File: src/hw/rtl/pfalu_pkg.sv
`default_nettype none

package pfalu_pkg;

  // Fixed beat field widths.
  localparam int unsigned OPCODE_W  = 2;
  localparam int unsigned OPERAND_W = 30;
  localparam int unsigned RESULT_W  = 30;

  // Default prime modulus.
  localparam int unsigned MODULUS_DEF = 32'd1000000007;

  // Operation codes.
  typedef enum logic [OPCODE_W-1:0] {
    OP_ADD = 2'd0,
    OP_SUB = 2'd1,
    OP_MUL = 2'd2,
    OP_DIV = 2'd3
  } op_e;

endpackage

`default_nettype wire

File: src/hw/rtl/pfalu_modmul.sv
`default_nettype none

// Four-stage Barrett modular multiplier with a valid bit and a sideband
// that travel alongside the data. All stages advance together on en_i.
module pfalu_modmul import pfalu_pkg::*; #(
  parameter int unsigned MODULUS = MODULUS_DEF,
  parameter int unsigned SIDE_W  = 1
) (
  input  logic                            clk_i,
  input  logic                            rst_ni,
  input  logic                            en_i,
  input  logic                            valid_i,
  input  logic [$clog2(MODULUS)-1:0]      x_i,
  input  logic [$clog2(MODULUS)-1:0]      y_i,
  input  logic [SIDE_W-1:0]               side_i,
  output logic                            valid_o,
  output logic [$clog2(MODULUS)-1:0]      z_o,
  output logic [SIDE_W-1:0]               side_o
);

  localparam int unsigned K = $clog2(MODULUS);
  // Barrett constant floor(2^(2K) / M), fits in K+1 bits since M > 2^(K-1).
  localparam logic [K:0]   MU    = (K+1)'((64'd1 << (2*K)) / 64'(MODULUS));
  localparam logic [K+1:0] MOD1  = (K+2)'(MODULUS);
  localparam logic [K+1:0] MOD2  = (K+2)'(64'(MODULUS) << 1);

  logic                v1_q, v2_q, v3_q, v4_q;
  logic [SIDE_W-1:0]   side1_q, side2_q, side3_q, side4_q;
  logic [2*K-1:0]      p1_d, p1_q;
  logic [2*K+1:0]      t2;
  logic [K:0]          q2_d, q2_q;
  logic [K+1:0]        plo2_q;
  logic [K+1:0]        qm3;
  logic [K+1:0]        r3_d, r3_q;
  logic [K-1:0]        z4_d, z4_q;

  // Stage 1: full product.
  assign p1_d = (2*K)'(x_i) * (2*K)'(y_i);

  // Stage 2: quotient estimate from the top bits of the product.
  assign t2   = (2*K+2)'(p1_q[2*K-1:K-1]) * (2*K+2)'(MU);
  assign q2_d = t2[2*K+1:K+1];

  // Stage 3: remainder estimate, below three times the modulus.
  assign qm3  = (K+2)'(q2_q) * MOD1;
  assign r3_d = plo2_q - qm3;

  // Stage 4: one corrective subtraction of twice the modulus or of the modulus, if it fits.
  always_comb begin
    priority if (r3_q >= MOD2) begin
      z4_d = K'(r3_q - MOD2);
    end else if (r3_q >= MOD1) begin
      z4_d = K'(r3_q - MOD1);
    end else begin
      z4_d = K'(r3_q);
    end
  end

  // Valid bits.
  always_ff @(posedge clk_i or negedge rst_ni) begin
    if (!rst_ni) begin
      v1_q <= 1'b0;
      v2_q <= 1'b0;
      v3_q <= 1'b0;
      v4_q <= 1'b0;
    end else if (en_i) begin
      v1_q <= valid_i;
      v2_q <= v1_q;
      v3_q <= v2_q;
      v4_q <= v3_q;
    end
  end

  // Data and sideband registers.
  always_ff @(posedge clk_i) begin
    if (en_i) begin
      p1_q    <= p1_d;
      side1_q <= side_i;
      q2_q    <= q2_d;
      plo2_q  <= p1_q[K+1:0];
      side2_q <= side1_q;
      r3_q    <= r3_d;
      side3_q <= side2_q;
      z4_q    <= z4_d;
      side4_q <= side3_q;
    end
  end

  assign valid_o = v4_q;
  assign z_o     = z4_q;
  assign side_o  = side4_q;

`ifndef SYNTHESIS
  a_rem_bound: assert property (@(posedge clk_i) disable iff (!rst_ni)
    v3_q |-> (64'(r3_q) < 64'(3) * 64'(MODULUS)))
    else $error("Barrett remainder estimate out of range");
  a_out_reduced: assert property (@(posedge clk_i) disable iff (!rst_ni)
    v4_q |-> (64'(z4_q) < 64'(MODULUS)))
    else $error("modular product not reduced");
  a_valid_flow: assert property (@(posedge clk_i) disable iff (!rst_ni)
    (en_i && v3_q) |=> v4_q)
    else $error("valid bit lost between stages");
`endif

endmodule

`default_nettype wire

File: config.mk
export PLATFORM = sky130hd
export DESIGN_NAME = pfalu_modmul
export DESIGN_NICKNAME = d
export VERILOG_FILES = /design/src/hw/rtl/pfalu_pkg.sv /design/src/hw/rtl/pfalu_modmul.sv
export SDC_FILE = /design/constraint.sdc
export NUM_CORES = 2
export LEC_CHECK = 0
export CORE_MARGIN = 10
export CORE_UTILIZATION = 35
export CTS_CLUSTER_DIAMETER = 40
export DETAILED_ROUTE_END_ITERATION = 8
export DONT_BUFFER_PORTS = 1
export PLACE_DENSITY = 0.52
export SYNTH_ARGS = -nofsm -noshare
export SYNTH_HDL_FRONTEND = slang
export SYNTH_SLANG_ARGS = --single-unit
File: constraint.sdc
create_clock -name clk_i -period 7.05 [get_ports clk_i]
set_clock_uncertainty 0.15 [all_clocks]
set_input_delay 1.41 -clock clk_i [delete_from_list [all_inputs] [get_ports clk_i]]
set_output_delay 1.41 -clock clk_i [all_outputs]
set_load 0.01 [all_outputs]
==> run_summary.xml <==
<?xml version="1.0" encoding="UTF-8"?>
<metrics>
  <group name="clock_tree">
    <metric name="tritoncts" unit="">done</metric>
    <metric name="hold_bufs_at_cts" unit="">0</metric>
    <metric name="tritoncts_sinks" unit="">193</metric>
    <metric name="cts_made_buffers" unit="">17</metric>
    <metric name="clkLatencyLatePin" unit="ns">0.51</metric>
    <metric name="cts.root.buffer_cell" unit="">sky130_fd_sc_hd__clkbuf_16</metric>
    <metric name="cts.reportedPaths.clkPinSlew" unit="ns">0.08</metric>
    <metric name="htreeDepth" unit="">4</metric>
    <metric name="ctsLongestPathBuffers" unit="">2</metric>
  </group>
  <group name="worst_hold_path">
    <metric name="holdPathEnd" unit="">side_o$_DFFE_PP_</metric>
    <metric name="hold_depth" unit="">0</metric>
    <metric name="launch_point_of_the_worst_hold_path" unit="">side3_q$_DFFE_PP_</metric>
    <metric name="min-delay-path-class" unit="">flip-flop to flip-flop</metric>
  </group>
  <group name="floorplan">
    <metric name="placeableCoreArea" unit="um2">165000</metric>
    <metric name="die_x" unit="um">429</metric>
    <metric name="floorplan.initialDensity" unit="%">35.3</metric>
    <metric name="die_height" unit="um">429</metric>
    <metric name="die_footprint" unit="um2">184000</metric>
    <metric name="top_level_ports" unit="">97</metric>
    <metric name="core.rowCount" unit="">149</metric>
  </group>
  <group name="synthesis">
    <metric name="yosys_most_used_dff" unit="">sky130_fd_sc_hd__edfxtp_1</metric>
    <metric name="syn-mean-instance-area" unit="um2">9.91</metric>
    <metric name="synth_sequential_area_ratio" unit="%">9.88</metric>
    <metric name="post_synth_inst_count" unit="">5896</metric>
    <metric name="yosys_warnings" unit="">0</metric>
    <metric name="synthDominantAreaCellType" unit="">sky130_fd_sc_hd__fa_1</metric>
    <metric name="synth.area.top_cells" unit="">sky130_fd_sc_hd__fa_1, sky130_fd_sc_hd__ha_1, sky130_fd_sc_hd__inv_1</metric>
    <metric name="ys_types" unit="">79</metric>
    <metric name="number_of_enable_type_register_cells_in_the_synthesized_netlist" unit="">189</metric>
    <metric name="syn-cell-area" unit="um2">58400</metric>
    <metric name="synth.net_count" unit="">8006</metric>
    <metric name="netlist.area_leader.share" unit="%">43.2</metric>
    <metric name="synth-async-reset-ratio" unit="%">2.07</metric>
    <metric name="postSynthRegisterBits" unit="">193</metric>
  </group>
  <group name="critical_path">
    <metric name="worstPathMaxFanout" unit="">30</metric>
    <metric name="timing.critical_path.arrival" unit="ns">8.14</metric>
    <metric name="timing.critical_path.required" unit="ns">7.15</metric>
    <metric name="worst-r2r-cell-count" unit="">22</metric>
    <metric name="endpoint_kind" unit="">flip-flop</metric>
    <metric name="rr_startpoint" unit="">p1_q[44]$_DFFE_PP_</metric>
    <metric name="max_stage_delay" unit="ns">0.55</metric>
    <metric name="reg2reg_to" unit="">q2_q[26]$_DFFE_PP_</metric>
    <metric name="setup.worst_path.start_class" unit="">input port</metric>
    <metric name="crit_path_frequent_cell" unit="">sky130_fd_sc_hd__fa_1</metric>
    <metric name="crit_path_top_delay_cell" unit="">sky130_fd_sc_hd__fa_1</metric>
    <metric name="setup.reg_to_reg.worst_slack" unit="ns">0.10</metric>
    <metric name="worstSetupPathType" unit="">input port to flip-flop</metric>
  </group>
  <group name="global_route">
    <metric name="overflow" unit="">0</metric>
    <metric name="grtUsageTotal" unit="%">17.0</metric>
    <metric name="met3_demand_to_capacity_share_in_global_routing" unit="%">2.55</metric>
    <metric name="globalRouteMet1Util" unit="%">24.1</metric>
    <metric name="via_count_of_the_first_global_routing_pass" unit="">43300</metric>
    <metric name="grt_antenna_before_repair" unit="">0</metric>
    <metric name="globalRoute.busiestLayer" unit="">met2</metric>
    <metric name="grt_pass1_wl" unit="um">248000</metric>
    <metric name="grt_util_met2" unit="%">27.7</metric>
    <metric name="grt_max_degree" unit="">194</metric>
  </group>
  <group name="drt">
    <metric name="drt_iter0_drc" unit="">1842</metric>
    <metric name="route.antenna.remaining_nets" unit="">0</metric>
    <metric name="route.final.wire_length" unit="um">154000</metric>
    <metric name="drt_first_pass_iters" unit="">5</metric>
    <metric name="vias_per_cell" unit="">4.69</metric>
    <metric name="dr_total_vias" unit="">38900</metric>
    <metric name="drc" unit="">0</metric>
    <metric name="wire_per_inst" unit="um">18.6</metric>
  </group>
  <group name="sta">
    <metric name="setup_slack" unit="ns">-0.981</metric>
    <metric name="tightest_slew" unit="ns">0.786</metric>
    <metric name="tns" unit="ns">-24.89</metric>
    <metric name="layout_worst_path_cycle_share" unit="%">114</metric>
    <metric name="grt_setup_unrepaired" unit="">yes</metric>
    <metric name="maxSlewViolCount" unit="">0</metric>
    <metric name="post-route-min-period" unit="ns">8.03</metric>
    <metric name="relSlewSlack" unit="%">47.0</metric>
    <metric name="fmax" unit="MHz">125</metric>
    <metric name="hold_violation_total_from_the_final_report" unit="">0</metric>
    <metric name="finalSetupViolCount" unit="">42</metric>
  </group>
  <group name="run">
    <metric name="max_cap_viol_count" unit="">0</metric>
  </group>
  <group name="cells_and_area">
    <metric name="finalNetCount" unit="">8211</metric>
    <metric name="fill_cell_instance_count_of_the_final_layout" unit="">16300</metric>
    <metric name="final_design_area_no_fill" unit="um2">65300</metric>
    <metric name="area.sequential" unit="um2">5780</metric>
    <metric name="layout-drive-gt1-share" unit="%">10.7</metric>
    <metric name="syn2layout_area_growth" unit="%">11.8</metric>
    <metric name="stdcell_count" unit="">8303</metric>
    <metric name="multi_input_area" unit="um2">47200</metric>
    <metric name="num_antenna_cells" unit="">0</metric>
  </group>
  <group name="placed_design">
    <metric name="gp_congestion" unit="">0.902</metric>
    <metric name="io_buffer_count" unit="">0</metric>
    <metric name="placed_cell_area" unit="um2">63500</metric>
    <metric name="hpwlAfterDp" unit="um">130000</metric>
    <metric name="place.detailed.instances" unit="">8226</metric>
  </group>
  <group name="run_status">
    <metric name="status" unit="">finished, violations left</metric>
    <metric name="failed_checks" unit="">setup timing</metric>
  </group>
</metrics>
-- state kept, by name, summed over array words and instances, names as in the netlist --
register / count
side3_q: 1
p1_q: 60
q2_q: 31
side_o: 1
r3_q: 32
side2_q: 1
side1_q: 1
v1_q: 1
valid_o: 1
v3_q: 1
v2_q: 1
z_o: 30
plo2_q: 32
-- layout by cell type (no fill, tap or decap), types with 29 or more instances in the layout --
master                     count
sky130_fd_sc_hd__and2_1      491
sky130_fd_sc_hd__nand3_1      29
sky130_fd_sc_hd__nor2_1       63
sky130_fd_sc_hd__xor2_1       43
sky130_fd_sc_hd__inv_1      1554
sky130_fd_sc_hd__o21ai_0      52
sky130_fd_sc_hd__a21oi_1     109
sky130_fd_sc_hd__ha_1        764
sky130_fd_sc_hd__buf_4       339
sky130_fd_sc_hd__a21o_1       74
sky130_fd_sc_hd__nand2_1     486
sky130_fd_sc_hd__edfxtp_1    189
sky130_fd_sc_hd__xnor2_1     113
sky130_fd_sc_hd__fa_2         42
sky130_fd_sc_hd__fa_1       1219
sky130_fd_sc_hd__buf_6        33
-- routing by layer --
metal  wire length (um)  vias to the layer above
met5                  0                        -
met4               2350                        0
met3               7320                      118
met2              70400                      717
met1              73900                    20000
li1                   -                    18100
-- cells in the mapped netlist (11+ instances only) --
master                     number
sky130_fd_sc_hd__nor2_1        74
sky130_fd_sc_hd__o21bai_1      13
sky130_fd_sc_hd__a31oi_1       20
sky130_fd_sc_hd__ha_1         784
sky130_fd_sc_hd__nor3_1        28
sky130_fd_sc_hd__o21ai_0       62
sky130_fd_sc_hd__a21o_1        75
sky130_fd_sc_hd__nand2b_1      26
sky130_fd_sc_hd__o211ai_1      13
sky130_fd_sc_hd__xor2_1        48
sky130_fd_sc_hd__nand3_1       30
sky130_fd_sc_hd__clkbuf_1     194
sky130_fd_sc_hd__o21ai_1       25
sky130_fd_sc_hd__inv_1       1580
sky130_fd_sc_hd__a211oi_1      15
sky130_fd_sc_hd__edfxtp_1     189
sky130_fd_sc_hd__and2_1       507
sky130_fd_sc_hd__o21a_1        22
sky130_fd_sc_hd__a21oi_1      127
sky130_fd_sc_hd__nand4_1       12
sky130_fd_sc_hd__nand2_1      495
sky130_fd_sc_hd__and3_1        19
sky130_fd_sc_hd__xnor2_1      125
sky130_fd_sc_hd__nor2b_1       11
sky130_fd_sc_hd__fa_1        1261
-- what timing repair did --
action                                  4_1_cts  5_1_grt
gates resized for setup                     129       95
endpoints found under the hold margin         0        0
pin swaps                                   102       56
endpoints found under the setup margin       51       64
setup buffers                                26       27
-- cells by family (layout without fill, tap and decap cells) --
family	Yosys count	in the layout	synth area share, %
AOI/OAI and AO/OA	449	449	5.03
xor gates and xnor gates	173	173	2.59
adders and majority gates	2046	2046	60.0
buffers and inverters	1778	1996	11.4
DFF	193	193	9.88
muxes	8	8	0.148
and+or+nand+nor	1249	1249	10.9
-- layout make-up --
| cell class | count | share of cell area [%] |
|---|---|---|
| clock inverter | 14 | 0.211 |
| clock buffer | 18 | 0.657 |
| sequential | 193 | 8.84 |
| inverter | 1580 | 9.08 |
| tap | 2189 | 4.19 |
| timing repair buffer | 384 | 4.83 |
| multi-input combinational | 3925 | 72.2 |
-- worst max-delay path by stage --
| stage | startpoint | cells after the start | end | slack (ns) |
|---|---|---|---|---|
| 6_report | y_i[5] | 26 | p1_q[57]$_DFFE_PP_ | -0.98 |
| 5_1_grt | y_i[5] | 26 | p1_q[59]$_DFFE_PP_ | -1.17 |
| 4_1_cts | y_i[5] | 26 | p1_q[57]$_DFFE_PP_ | -1.02 |
| 3_5_place_dp | y_i[5] | 26 | p1_q[57]$_DFFE_PP_ | -1.81 |
| 3_3_place_gp | y_i[5] | 26 | p1_q[59]$_DFFE_PP_ | -1.79 |
| 2_1_floorplan | y_i[5] | 27 | p1_q[59]$_DFFE_PP_ | -1.30 |
-- worst max-delay path: cells and delay by family --
family                   cells  cell delay [ns]
AO/OA/AOI/OAI                7             1.56
XOR/XNOR                     1             0.13
adder cells (fa/ha/maj)      9             4.28
buffers and inverters        6             0.27
AND/OR/NAND/NOR              3             0.48
-- per-stage QoR --
step / utilization [%] / hold slack, ns / worst slack [ns]
floorplan: - / 0.250 / -1.30
global placement: 38.4 / 0.251 / -1.79
detailed placement: 38.4 / 0.255 / -1.81
CTS: 39.1 / 0.271 / -1.02
global route: 39.5 / 0.279 / -1.17
finish: 39.5 / 0.272 / -0.981
Power is not shown: default switching activity piles up to over one toggle a cycle in this logic, so the estimate is an artifact.
